<file path="config.mk">
export PLATFORM = sky130hd
export DESIGN_NAME = mini_cpu_execute_unit_core_flat
export DESIGN_NICKNAME = d
export VERILOG_FILES = /design/src/design/mcpu_eu_pkg.sv /design/src/design/mcpu_eu_if.sv /design/src/design/mini_cpu_execute_unit_core.sv /design/src/design/mcpu_eu_rf.sv /design/src/design/mcpu_eu_dmem.sv /design/src/flat_wrapper.sv
export VERILOG_INCLUDE_DIRS = /design/src /design/src/design
export SDC_FILE = /design/constraint.sdc
export NUM_CORES = 2
export LEC_CHECK = 0
export BUFFER_PORTS_ARGS = -buffer_cell sky130_fd_sc_hd__buf_2
export CORE_MARGIN = 4
export CORE_UTILIZATION = 45
export DETAILED_ROUTE_END_ITERATION = 8
export PLACE_DENSITY = 0.68
export SLEW_MARGIN = 5
export SYNTH_ARGS = -nofsm -noshare
export SYNTH_HDL_FRONTEND = slang
export SYNTH_HIERARCHICAL = 1
export SYNTH_SLANG_ARGS = --single-unit
</file>
<file path="constraint.sdc">
create_clock -name i_clk -period 16 [get_ports i_clk]
set_input_delay 1.6 -clock i_clk [delete_from_list [all_inputs] [get_ports i_clk]]
set_output_delay 1.6 -clock i_clk [all_outputs]
set_load 0.02 [all_outputs]
</file>
<file path="src/design/mini_cpu_execute_unit_core_assert.svh">
// Assertion helpers shared by the execute unit RTL.
`ifndef MINI_CPU_EXECUTE_UNIT_CORE_ASSERT_SVH
`define MINI_CPU_EXECUTE_UNIT_CORE_ASSERT_SVH

// Consequent checked in the same cycle as the antecedent.
`define MCPU_EU_ASSERT_SAME(lbl, ante, cons, msg) \
    lbl: assert property (@(posedge i_clk) disable iff (!i_rst_n) (ante) |-> (cons)) \
        else $error(msg);

// Consequent checked in the cycle after the antecedent.
`define MCPU_EU_ASSERT_NEXT(lbl, ante, cons, msg) \
    lbl: assert property (@(posedge i_clk) disable iff (!i_rst_n) (ante) |=> (cons)) \
        else $error(msg);

`endif

</file>
<file path="src/design/mcpu_eu_pkg.sv">
`default_nettype none

package mcpu_eu_pkg;

    localparam int REG_COUNT = 4;
    localparam int MEM_BYTES = 256;
    localparam int RF_AW     = (REG_COUNT > 1) ? $clog2(REG_COUNT) : 1;
    localparam int MEM_AW    = $clog2(MEM_BYTES);
    localparam int FUNC_W    = 4;
    localparam int DATA_W    = 8;

    typedef enum logic [FUNC_W-1:0] {
        FN_LDI    = 4'd0,
        FN_LDM    = 4'd1,
        FN_ST     = 4'd2,
        FN_ADD    = 4'd3,
        FN_SUB    = 4'd4,
        FN_PRINT  = 4'd5,
        FN_JMP    = 4'd6,
        FN_JZ     = 4'd7,
        FN_JNZ    = 4'd8,
        FN_STOP   = 4'd9,
        FN_HOSTWR = 4'd10
    } t_func;

    typedef enum logic [1:0] {
        ERR_OK       = 2'd0,
        ERR_BAD_REG  = 2'd1,
        ERR_BAD_FUNC = 2'd2
    } t_err;

    // register file write port
    typedef struct packed {
        logic              en;
        logic [RF_AW-1:0]  idx;
        logic [DATA_W-1:0] data;
    } t_rf_wr;

    // data memory write port
    typedef struct packed {
        logic              en;
        logic [MEM_AW-1:0] idx;
        logic [DATA_W-1:0] data;
    } t_dm_wr;

    // byte address -> memory index, folded by repeated subtraction at elaboration
    typedef logic [MEM_AW-1:0] t_idx_tab [256];

    function automatic t_idx_tab build_idx_tab();
        t_idx_tab tab;
        for (int i = 0; i < 256; i++) begin
            if (i >= MEM_BYTES) begin
                tab[i] = tab[i-MEM_BYTES];
            end else begin
                tab[i] = MEM_AW'(i);
            end
        end
        return tab;
    endfunction

    localparam t_idx_tab ADDR_IDX = build_idx_tab();

    function automatic logic [MEM_AW-1:0] mem_index(input logic [DATA_W-1:0] addr);
        return ADDR_IDX[addr];
    endfunction

    function automatic logic reg_bad(input logic [DATA_W-1:0] r);
        return {1'b0, r} >= (DATA_W+1)'(REG_COUNT);
    endfunction

endpackage

`default_nettype wire

</file>
<file path="src/design/mcpu_eu_if.sv">
`default_nettype none

interface mcpu_eu_in_if;
    import mcpu_eu_pkg::*;
    logic              valid;
    logic              ready;
    logic [FUNC_W-1:0] func;
    logic [DATA_W-1:0] operand_a;
    logic [DATA_W-1:0] operand_b;

    modport source (output valid, output func, output operand_a, output operand_b,
                    input ready);
    modport sink   (input valid, input func, input operand_a, input operand_b,
                    output ready);
endinterface

interface mcpu_eu_out_if;
    import mcpu_eu_pkg::*;
    logic              valid;
    logic              ready;
    logic [DATA_W-1:0] next_pc;
    logic              print_valid;
    logic [DATA_W-1:0] print_value;
    logic              halted;
    logic [1:0]        error_code;

    modport source (output valid, output next_pc, output print_valid,
                    output print_value, output halted, output error_code,
                    input ready);
    modport sink   (input valid, input next_pc, input print_valid,
                    input print_value, input halted, input error_code,
                    output ready);
endinterface

`default_nettype wire

</file>
<file path="src/design/mini_cpu_execute_unit_core.sv">
// Execute unit of a small 8-bit register machine. Each input item is one
// decoded instruction (func, operand_a, operand_b); each one yields exactly one
// result item with the program counter, print value, halt flag and error code
// after it. The unit sustains one item per clock while the output register is
// free or being drained: an item is accepted, its register file and data
// memory reads are issued on that edge, it executes in the next cycle and
// commits on the following edge unless a full output register is not drained;
// the commit also loads the output register. Rate is set by the
// read-modify-write of the register file and data memory; a one-entry write
// record on each memory forwards the write of the item just committed to the
// item right behind it. Register file and data memory read as zero after reset
// through per-entry valid bits, so there is no clearing pass and the unit
// takes items from the first cycle after reset. Once a stop executes,
// everything but host writes is ignored until reset.
`default_nettype none

`include "mini_cpu_execute_unit_core_assert.svh"

module mini_cpu_execute_unit_core
    import mcpu_eu_pkg::*;
(
    input wire logic    i_clk,
    input wire logic    i_rst_n,
    mcpu_eu_in_if.sink  i_in,
    mcpu_eu_out_if.source o_out
);

    // handshake
    logic in_fire;
    logic s1_commit;

    // execute stage
    logic              r_s1_vld;
    logic [FUNC_W-1:0] r_s1_func;
    logic [DATA_W-1:0] r_s1_a;
    logic [DATA_W-1:0] r_s1_b;

    // architectural state kept in flops
    logic [DATA_W-1:0] r_pc;
    logic              r_halt;

    // memory ports
    logic [DATA_W-1:0] rf_rdata_a;
    logic [DATA_W-1:0] rf_rdata_b;
    logic [DATA_W-1:0] dm_rdata;
    t_rf_wr            rf_wr;
    t_dm_wr            dm_wr;
    t_rf_wr            r_rf_fwd;    // last committed register write
    t_dm_wr            r_dm_fwd;    // last committed memory write

    // forwarded operands
    logic [DATA_W-1:0] op_a;
    logic [DATA_W-1:0] op_b;
    logic [DATA_W-1:0] mem_val;

    // execute results
    t_func             fn;
    t_err              n_err;
    logic              n_pv;
    logic [DATA_W-1:0] n_pval;
    logic [DATA_W-1:0] n_pc;
    logic              n_halt;
    logic              advance;
    logic              jumped;
    logic              need_a;
    logic              need_b;

    // output register
    logic              r_o_vld;
    logic [DATA_W-1:0] r_o_pc;
    logic              r_o_pv;
    logic [DATA_W-1:0] r_o_pval;
    logic              r_o_halt;
    t_err              r_o_err;

    // The execute stage moves on whenever the output register is free or
    // being drained; a waiting result blocks the next accept only while an item sits in the stage.
    assign s1_commit  = r_s1_vld && (!r_o_vld || o_out.ready);
    assign i_in.ready = !r_s1_vld || s1_commit;
    assign in_fire    = i_in.valid && i_in.ready;

    // reads are launched only on accept, so stalled read data stays put
    mcpu_eu_rf u_rf (
        .i_clk     (i_clk),
        .i_rst_n   (i_rst_n),
        .i_ren     (in_fire),
        .i_raddr_a (i_in.operand_a[RF_AW-1:0]),
        .i_raddr_b (i_in.operand_b[RF_AW-1:0]),
        .i_wr      (rf_wr),
        .o_rdata_a (rf_rdata_a),
        .o_rdata_b (rf_rdata_b)
    );

    mcpu_eu_dmem u_dmem (
        .i_clk   (i_clk),
        .i_rst_n (i_rst_n),
        .i_ren   (in_fire),
        .i_raddr (mem_index(i_in.operand_b)),
        .i_wr    (dm_wr),
        .o_rdata (dm_rdata)
    );

    always_ff @(posedge i_clk) begin
        if (!i_rst_n) begin
            r_s1_vld <= 1'b0;
        end else if (in_fire) begin
            r_s1_vld <= 1'b1;
        end else if (s1_commit) begin
            r_s1_vld <= 1'b0;
        end
        if (in_fire) begin
            r_s1_func <= i_in.func;
            r_s1_a    <= i_in.operand_a;
            r_s1_b    <= i_in.operand_b;
        end
    end

    // The read of an item and the commit of the item ahead of it can share an
    // edge; the memory returns old data then, so the write record patches it.
    // Older writes are already in the arrays.
    always_ff @(posedge i_clk) begin
        if (!i_rst_n) begin
            r_rf_fwd <= '0;
            r_dm_fwd <= '0;
        end else begin
            if (rf_wr.en) begin
                r_rf_fwd <= rf_wr;
            end
            if (dm_wr.en) begin
                r_dm_fwd <= dm_wr;
            end
        end
    end

    assign op_a = (r_rf_fwd.en && r_rf_fwd.idx == r_s1_a[RF_AW-1:0]) ?
                  r_rf_fwd.data : rf_rdata_a;
    assign op_b = (r_rf_fwd.en && r_rf_fwd.idx == r_s1_b[RF_AW-1:0]) ?
                  r_rf_fwd.data : rf_rdata_b;
    assign mem_val = (r_dm_fwd.en && r_dm_fwd.idx == mem_index(r_s1_b)) ?
                     r_dm_fwd.data : dm_rdata;

    assign fn = t_func'(r_s1_func);

    always_comb begin
        n_err   = ERR_OK;
        n_pv    = 1'b0;
        n_pval  = '0;
        n_halt  = r_halt;
        advance = 1'b0;
        jumped  = 1'b0;
        rf_wr   = '0;
        dm_wr   = '0;
        need_a  = r_s1_func inside {FN_LDI, FN_LDM, FN_ADD, FN_SUB, FN_PRINT,
                                    FN_JZ, FN_JNZ};
        need_b  = r_s1_func inside {FN_ST, FN_ADD, FN_SUB};

        if (r_s1_func == FN_HOSTWR) begin
            // host preload works even while halted, PC untouched
            dm_wr.en   = 1'b1;
            dm_wr.idx  = mem_index(r_s1_a);
            dm_wr.data = r_s1_b;
        end else if (r_halt) begin
            // halted: no effect
        end else if (r_s1_func > FN_HOSTWR) begin
            n_err = ERR_BAD_FUNC;
        end else if ((need_a && reg_bad(r_s1_a)) || (need_b && reg_bad(r_s1_b))) begin
            n_err = ERR_BAD_REG;
        end else begin
            advance = 1'b1;
            case (fn)
                FN_LDI: begin
                    rf_wr.en   = 1'b1;
                    rf_wr.idx  = r_s1_a[RF_AW-1:0];
                    rf_wr.data = r_s1_b;
                end
                FN_LDM: begin
                    rf_wr.en   = 1'b1;
                    rf_wr.idx  = r_s1_a[RF_AW-1:0];
                    rf_wr.data = mem_val;
                end
                FN_ST: begin
                    dm_wr.en   = 1'b1;
                    dm_wr.idx  = mem_index(r_s1_a);
                    dm_wr.data = op_b;
                end
                FN_ADD: begin
                    rf_wr.en   = 1'b1;
                    rf_wr.idx  = r_s1_a[RF_AW-1:0];
                    rf_wr.data = op_a + op_b;
                end
                FN_SUB: begin
                    rf_wr.en   = 1'b1;
                    rf_wr.idx  = r_s1_a[RF_AW-1:0];
                    rf_wr.data = op_a - op_b;
                end
                FN_PRINT: begin
                    n_pv   = 1'b1;
                    n_pval = op_a;
                end
                FN_JMP: begin
                    jumped = 1'b1;
                end
                FN_JZ: begin
                    jumped = (op_a == '0);
                end
                FN_JNZ: begin
                    jumped = (op_a != '0);
                end
                FN_STOP: begin
                    n_halt  = 1'b1;
                    advance = 1'b0;
                end
                default: begin
                    advance = 1'b0;
                end
            endcase
        end

        n_pc = advance ? (jumped ? r_s1_b : r_pc + DATA_W'(3)) : r_pc;

        // state changes only when the item actually leaves the stage
        rf_wr.en = rf_wr.en && s1_commit;
        dm_wr.en = dm_wr.en && s1_commit;
    end

    always_ff @(posedge i_clk) begin
        if (!i_rst_n) begin
            r_pc   <= '0;
            r_halt <= 1'b0;
        end else if (s1_commit) begin
            r_pc   <= n_pc;
            r_halt <= n_halt;
        end
    end

    always_ff @(posedge i_clk) begin
        if (!i_rst_n) begin
            r_o_vld <= 1'b0;
        end else if (s1_commit) begin
            r_o_vld <= 1'b1;
        end else if (o_out.ready) begin
            r_o_vld <= 1'b0;
        end
        if (s1_commit) begin
            r_o_pc   <= n_pc;
            r_o_pv   <= n_pv;
            r_o_pval <= n_pval;
            r_o_halt <= n_halt;
            r_o_err  <= n_err;
        end
    end

    assign o_out.valid       = r_o_vld;
    assign o_out.next_pc     = r_o_pc;
    assign o_out.print_valid = r_o_pv;
    assign o_out.print_value = r_o_pval;
    assign o_out.halted      = r_o_halt;
    assign o_out.error_code  = r_o_err;

    `MCPU_EU_ASSERT_NEXT(a_halt_sticky, r_halt, r_halt, "halt flag dropped without reset")
    `MCPU_EU_ASSERT_SAME(a_err_no_write, s1_commit && n_err != ERR_OK, !rf_wr.en && !dm_wr.en, "faulted item wrote state")
    `MCPU_EU_ASSERT_SAME(a_halt_no_reg_write, r_halt, !rf_wr.en, "register write while halted")
    `MCPU_EU_ASSERT_NEXT(a_pc_on_commit, !s1_commit, $stable(r_pc), "program counter moved without commit")

endmodule

`default_nettype wire

</file>
<file path="src/design/mcpu_eu_rf.sv">
`default_nettype none

// Register file: two registered read ports, one write port.
// Per-entry valid bits give the zero reset value.
module mcpu_eu_rf
    import mcpu_eu_pkg::*;
(
    input  wire logic              i_clk,
    input  wire logic              i_rst_n,
    input  wire logic              i_ren,
    input  wire logic [RF_AW-1:0]  i_raddr_a,
    input  wire logic [RF_AW-1:0]  i_raddr_b,
    input  wire t_rf_wr            i_wr,
    output      logic [DATA_W-1:0] o_rdata_a,
    output      logic [DATA_W-1:0] o_rdata_b
);

    logic [DATA_W-1:0]    r_mem [REG_COUNT];
    logic [REG_COUNT-1:0] r_vld;
    logic [DATA_W-1:0]    r_rdata_a;
    logic [DATA_W-1:0]    r_rdata_b;

    always_ff @(posedge i_clk) begin
        if (i_wr.en) begin
            r_mem[i_wr.idx] <= i_wr.data;
        end
        if (i_ren) begin
            r_rdata_a <= r_vld[i_raddr_a] ? r_mem[i_raddr_a] : '0;
            r_rdata_b <= r_vld[i_raddr_b] ? r_mem[i_raddr_b] : '0;
        end
    end

    always_ff @(posedge i_clk) begin
        if (!i_rst_n) begin
            r_vld <= '0;
        end else if (i_wr.en) begin
            r_vld[i_wr.idx] <= 1'b1;
        end
    end

    assign o_rdata_a = r_rdata_a;
    assign o_rdata_b = r_rdata_b;

endmodule

`default_nettype wire

</file>
<file path="src/design/mcpu_eu_dmem.sv">
`default_nettype none

// Data memory: one registered read port, one write port.
// Per-byte valid bits give the zero reset value without a clearing pass.
module mcpu_eu_dmem
    import mcpu_eu_pkg::*;
(
    input  wire logic              i_clk,
    input  wire logic              i_rst_n,
    input  wire logic              i_ren,
    input  wire logic [MEM_AW-1:0] i_raddr,
    input  wire t_dm_wr            i_wr,
    output      logic [DATA_W-1:0] o_rdata
);

    logic [DATA_W-1:0]    r_mem [MEM_BYTES];
    logic [MEM_BYTES-1:0] r_vld;
    logic [DATA_W-1:0]    r_rdata;

    always_ff @(posedge i_clk) begin
        if (i_wr.en) begin
            r_mem[i_wr.idx] <= i_wr.data;
        end
        if (i_ren) begin
            r_rdata <= r_vld[i_raddr] ? r_mem[i_raddr] : '0;
        end
    end

    always_ff @(posedge i_clk) begin
        if (!i_rst_n) begin
            r_vld <= '0;
        end else if (i_wr.en) begin
            r_vld[i_wr.idx] <= 1'b1;
        end
    end

    assign o_rdata = r_rdata;

endmodule

`default_nettype wire

</file>
<file path="src/flat_wrapper.sv">
// flat-port wrapper written by rule: the top's interface ports become plain ports
module mini_cpu_execute_unit_core_flat import mcpu_eu_pkg::*;
  (i_clk, i_rst_n, i_in_valid, i_in_func, i_in_operand_a, i_in_operand_b, i_in_ready, o_out_valid, o_out_next_pc, o_out_print_valid, o_out_print_value, o_out_halted, o_out_error_code, o_out_ready);
  mcpu_eu_in_if i_in_i ();
  mcpu_eu_out_if o_out_i ();
  input wire logic i_clk;
  input wire logic i_rst_n;
  input wire logic [$bits(i_in_i.valid)-1:0] i_in_valid;
  input wire logic [$bits(i_in_i.func)-1:0] i_in_func;
  input wire logic [$bits(i_in_i.operand_a)-1:0] i_in_operand_a;
  input wire logic [$bits(i_in_i.operand_b)-1:0] i_in_operand_b;
  output wire logic [$bits(i_in_i.ready)-1:0] i_in_ready;
  output wire logic [$bits(o_out_i.valid)-1:0] o_out_valid;
  output wire logic [$bits(o_out_i.next_pc)-1:0] o_out_next_pc;
  output wire logic [$bits(o_out_i.print_valid)-1:0] o_out_print_valid;
  output wire logic [$bits(o_out_i.print_value)-1:0] o_out_print_value;
  output wire logic [$bits(o_out_i.halted)-1:0] o_out_halted;
  output wire logic [$bits(o_out_i.error_code)-1:0] o_out_error_code;
  input wire logic [$bits(o_out_i.ready)-1:0] o_out_ready;
  assign i_in_i.valid = i_in_valid;
  assign i_in_i.func = i_in_func;
  assign i_in_i.operand_a = i_in_operand_a;
  assign i_in_i.operand_b = i_in_operand_b;
  assign i_in_ready = i_in_i.ready;
  assign o_out_valid = o_out_i.valid;
  assign o_out_next_pc = o_out_i.next_pc;
  assign o_out_print_valid = o_out_i.print_valid;
  assign o_out_print_value = o_out_i.print_value;
  assign o_out_halted = o_out_i.halted;
  assign o_out_error_code = o_out_i.error_code;
  assign o_out_i.ready = o_out_ready;
  mini_cpu_execute_unit_core u_core (.i_clk(i_clk), .i_rst_n(i_rst_n), .i_in(i_in_i), .o_out(o_out_i));
endmodule
</file>
==> impl_metrics.tcl <==
set metrics [dict create \
    worst_clock_skew_ps 64.1 \
    via_count 53100 \
    worstReg2RegStart "u_core/r_s1_a[6]" \
    area_delta_synth_final_pct 10.6 \
    peakVddDrop_mv 0.115 \
    clock_insertion_delay_worst_skew_ps 880 \
    pre_cts_ws_ps 8970 \
    antenna_violations_before_repair 7 \
    grt_start_max_net_pins 222 \
    fin_ws_ps 9700 \
    postCtsSetupRepairBufs 0 \
    route.layer.met1.wl_microns 101000 \
    placeableCoreArea_sq_um 214000 \
    via_per_instance_ratio 6.27 \
    synth_largest_area_cell "sky130_fd_sc_hd__edfxtp_1" \
    timing_hold_violations_final 0 \
    detailedPlacementHpwl_microns 152000 \
    fillCellCount 17200 \
    kind_of_end_point_of_the_critical_path "flip-flop" \
    design.final.nets 5447 \
    postSynthNetCount 5419 \
    initial_utilization_pct 45.2 \
    cts_tree "built" \
    period_minus_slack_ps 6300 \
    firstDrtPassIters 6 \
    synth_sequential_area_ratio_pct 72.6 \
    final_layout_size_suffix_gt1_share_pct 16.1 \
    grt-ovfl-total 0 \
    critical_path_start_type "flip-flop" \
    io_buffers 45 \
    drtIter0Drc 6893 \
    syn_area_sq_um 97000 \
    synth_edf_count 2144 \
    cts_resized 0 \
    die_h_microns 472 \
    max_freq_ghz 0.159 \
    die_x_microns 472 \
    met3_routed_length_microns 26200 \
    power.static_leakage_nw 37.4 \
    worst-path-max-fanout 10 \
    cts-root-buf "sky130_fd_sc_hd__clkbuf_16" \
    total_of_max_cap_violations 0 \
    async_s_r_ff_share_synth_pct 0 \
    synth_area_per_cell_sq_um 18.0 \
    path_clk_slew_ps 60 \
    floorplan.rows 170 \
    synth_top_cell_area_share_pct 66.4 \
    rsz0062_at_grt "false" \
    wl_met2_microns 117000 \
    setup-tns-final_ps 0 \
    top_signal_layer_used "met5" \
    synth.distinct_cells 103 \
    yosys_most_used_dff "sky130_fd_sc_hd__edfxtp_1" \
    first_global_vias 51100 \
    postCtsHoldBufs 0 \
    routedWlPerCell_microns 29.8 \
    power_density_nw_per_um2 121 \
    drt.antenna.violating_nets 0 \
    critPathArrivalTime_ps 6770 \
    postSynthCellCount 5387 \
    slew_at_the_pin_with_the_worst_max_slew_slack_ps 1340 \
    critical_path.startpoint "u_core/r_s1_a[6]" \
    setup_viol 0 \
    die_area_sq_um 223000 \
    holdCritStartpoint "u_core/u_dmem/r_vld[192]" \
    worst_ep_required_time_ps 16470 \
    number_of_buffers_between_clock_root_and_the_deepest_sink 3 \
    ios 46 \
    yosys_warnings 6 \
    worst-setup-path-type "flip-flop to flip-flop" \
    final_max_slew_viol_count 0 \
    number_of_h_tree_levels 4 \
    holdCritPathClass "flip-flop to flip-flop" \
    gp_congestion 0.907 \
    drc 0 \
    global_route.usage.total_pct 22.2 \
    drt-total-wl_microns 252000 \
    synth_top_cells_by_area "sky130_fd_sc_hd__edfxtp_1, sky130_fd_sc_hd__mux4_2, sky130_fd_sc_hd__dfxtp_1, sky130_fd_sc_hd__mux2i_1, sky130_fd_sc_hd__o21a_1" \
    synth-seq-cells 2443 \
    clkSinkCount 2443 \
    cts-buffers-inserted 230 \
    global_route_wire_length_before_repair_microns 365000 \
    result_of_the_run "finished clean" \
    post-route-period-util_pct 39.4 \
    relSlewSlack_pct 10.5 \
]
==> critical path, stage by stage, from the launching register on <==
cell	delay (ps)
sky130_fd_sc_hd__edfxtp_1	450
sky130_fd_sc_hd__nor4_1	480
sky130_fd_sc_hd__a221oi_1	170
sky130_fd_sc_hd__a41oi_2	310
sky130_fd_sc_hd__nand4_2	550
sky130_fd_sc_hd__a21oi_1	1030
sky130_fd_sc_hd__nor2b_1	660
sky130_fd_sc_hd__nand3_1	850
sky130_fd_sc_hd__buf_4	550
sky130_fd_sc_hd__nor2_1	800
==> through the flow <==
| step | util [%] | hold slack, ps | power (mW) | cells | cell area, sq um |
|---|---|---|---|---|---|
| global placement | 46.4 | 438 | 7.59 | 8020 | 99500 |
| detailed placement | 46.4 | 447 | 7.60 | 8020 | 99500 |
| finish | 50.0 | 457 | 13.0 | 8465 | 107000 |
| floorplan | - | 432 | 7.44 | 5387 | 97000 |
| CTS | 50.0 | 461 | 13.1 | 8460 | 107000 |
| global route | 50.0 | 474 | 13.4 | 8462 | 107000 |
==> cell usage in the layout (no fill, tap or decap), types with 50 or more instances in the layout <==
cell type	count
sky130_fd_sc_hd__o221ai_1	188
sky130_fd_sc_hd__mux4_2	355
sky130_fd_sc_hd__buf_4	77
sky130_fd_sc_hd__nand2_1	136
sky130_fd_sc_hd__nor2_1	361
sky130_fd_sc_hd__mux2i_1	456
sky130_fd_sc_hd__clkinv_2	50
sky130_fd_sc_hd__edfxtp_1	2144
sky130_fd_sc_hd__nor3_1	98
sky130_fd_sc_hd__o21a_1	261
sky130_fd_sc_hd__clkbuf_16	231
sky130_fd_sc_hd__o22ai_1	106
sky130_fd_sc_hd__clkbuf_1	62
sky130_fd_sc_hd__a21oi_1	146
sky130_fd_sc_hd__dfxtp_1	299
==> state kept, by name, indices dropped and copies added (netlist names), 2 cells and up <==
signal,flops
u_core/u_dmem/r_vld,256
u_core/o_out.error_code,2
u_core/r_s1_b,8
u_core/fn,4
u_core/r_dm_fwd,17
u_core/o_out.print_value,8
u_core/r_rf_fwd,11
u_core/r_pc,8
u_core/u_rf/r_vld,4
u_core/u_rf/o_rdata_a,8
u_core/u_dmem/o_rdata,8
u_core/o_out.next_pc,8
u_core/u_rf/o_rdata_b,8
u_core/u_dmem/r_mem,2048
u_core/r_s1_a,8
u_core/u_rf/r_mem,32
==> metal layers <==
| layer | vias up | track usage [%] |
|---|---|---|
| li1 | 22000 | - |
| met5 | - | 0 |
| met4 | 4 | 7.04 |
| met3 | 440 | 4.79 |
| met2 | 2920 | 34.3 |
| met1 | 27800 | 31.8 |
==> synth_stat cells (16+ instances only) <==
cell / number
sky130_fd_sc_hd__edfxtp_1: 2144
sky130_fd_sc_hd__buf_4: 42
sky130_fd_sc_hd__clkbuf_1: 150
sky130_fd_sc_hd__o21a_1: 261
sky130_fd_sc_hd__a21oi_1: 146
sky130_fd_sc_hd__mux4_1: 40
sky130_fd_sc_hd__nor3_1: 98
sky130_fd_sc_hd__buf_1: 16
sky130_fd_sc_hd__a211oi_1: 23
sky130_fd_sc_hd__buf_6: 44
sky130_fd_sc_hd__inv_1: 26
sky130_fd_sc_hd__nor2b_1: 22
sky130_fd_sc_hd__and2_1: 27
sky130_fd_sc_hd__mux4_2: 355
sky130_fd_sc_hd__nand2_1: 138
sky130_fd_sc_hd__nor4_1: 20
sky130_fd_sc_hd__o22ai_1: 108
sky130_fd_sc_hd__buf_8: 18
sky130_fd_sc_hd__mux2i_1: 456
sky130_fd_sc_hd__xor2_1: 16
sky130_fd_sc_hd__buf_2: 50
sky130_fd_sc_hd__nor2_1: 363
sky130_fd_sc_hd__nand3_1: 44
sky130_fd_sc_hd__o221ai_1: 188
sky130_fd_sc_hd__dfxtp_1: 299
sky130_fd_sc_hd__o21ai_0: 41
==> cell families (layout without fill, tap and decap cells) <==
logic type	count (synthesis)	in the layout	synth area share, %
AOI/OAI and AO/OA	884	884	6.63
muxes	872	872	14.3
DFF	2443	2443	72.6
adders and majority gates	8	8	0.111
xor gates and xnor gates	30	30	0.286
buffers and inverters	367	603	2.39
other	0	4	0
and+or+nand+nor	783	783	3.67
==> layout make-up <==
cell class / instances / area (sq um) / area share (%)
repair buffers: 133 / 1070 / 0.993
diodes: 4 / 10.0 / 0.00933
multi-input cells: 2577 / 24400 / 22.8
clock inverters: 134 / 1580 / 1.47
well taps: 2838 / 3550 / 3.31
flip-flops and latches: 2443 / 70400 / 65.6
clock buffers: 306 / 6190 / 5.77
inverters: 30 / 120 / 0.112
==> path summary, 6_finish.rpt <==
kind / endpoint / slack, ps / depth (start not counted)
worst max-delay path: u_core/u_dmem/r_mem[177][0] / 9700 / 9
worst min-delay path: u_core/u_dmem/r_vld[192] / 460 / 1
worst max register to register: u_core/u_dmem/r_mem[177][0] / 9700 / 9
worst min register to register: u_core/u_dmem/r_vld[192] / 460 / 1
==> power breakdown <==
| part | switching (mW) | total, mW | internal [mW] |
|---|---|---|---|
| combinational | 0.380 | 0.565 | 0.185 |
| clock | 2.40 | 5.53 | 3.13 |
| sequential | 0.0178 | 6.90 | 6.89 |
No activity file was read; power rests on OpenSTA's default activity.
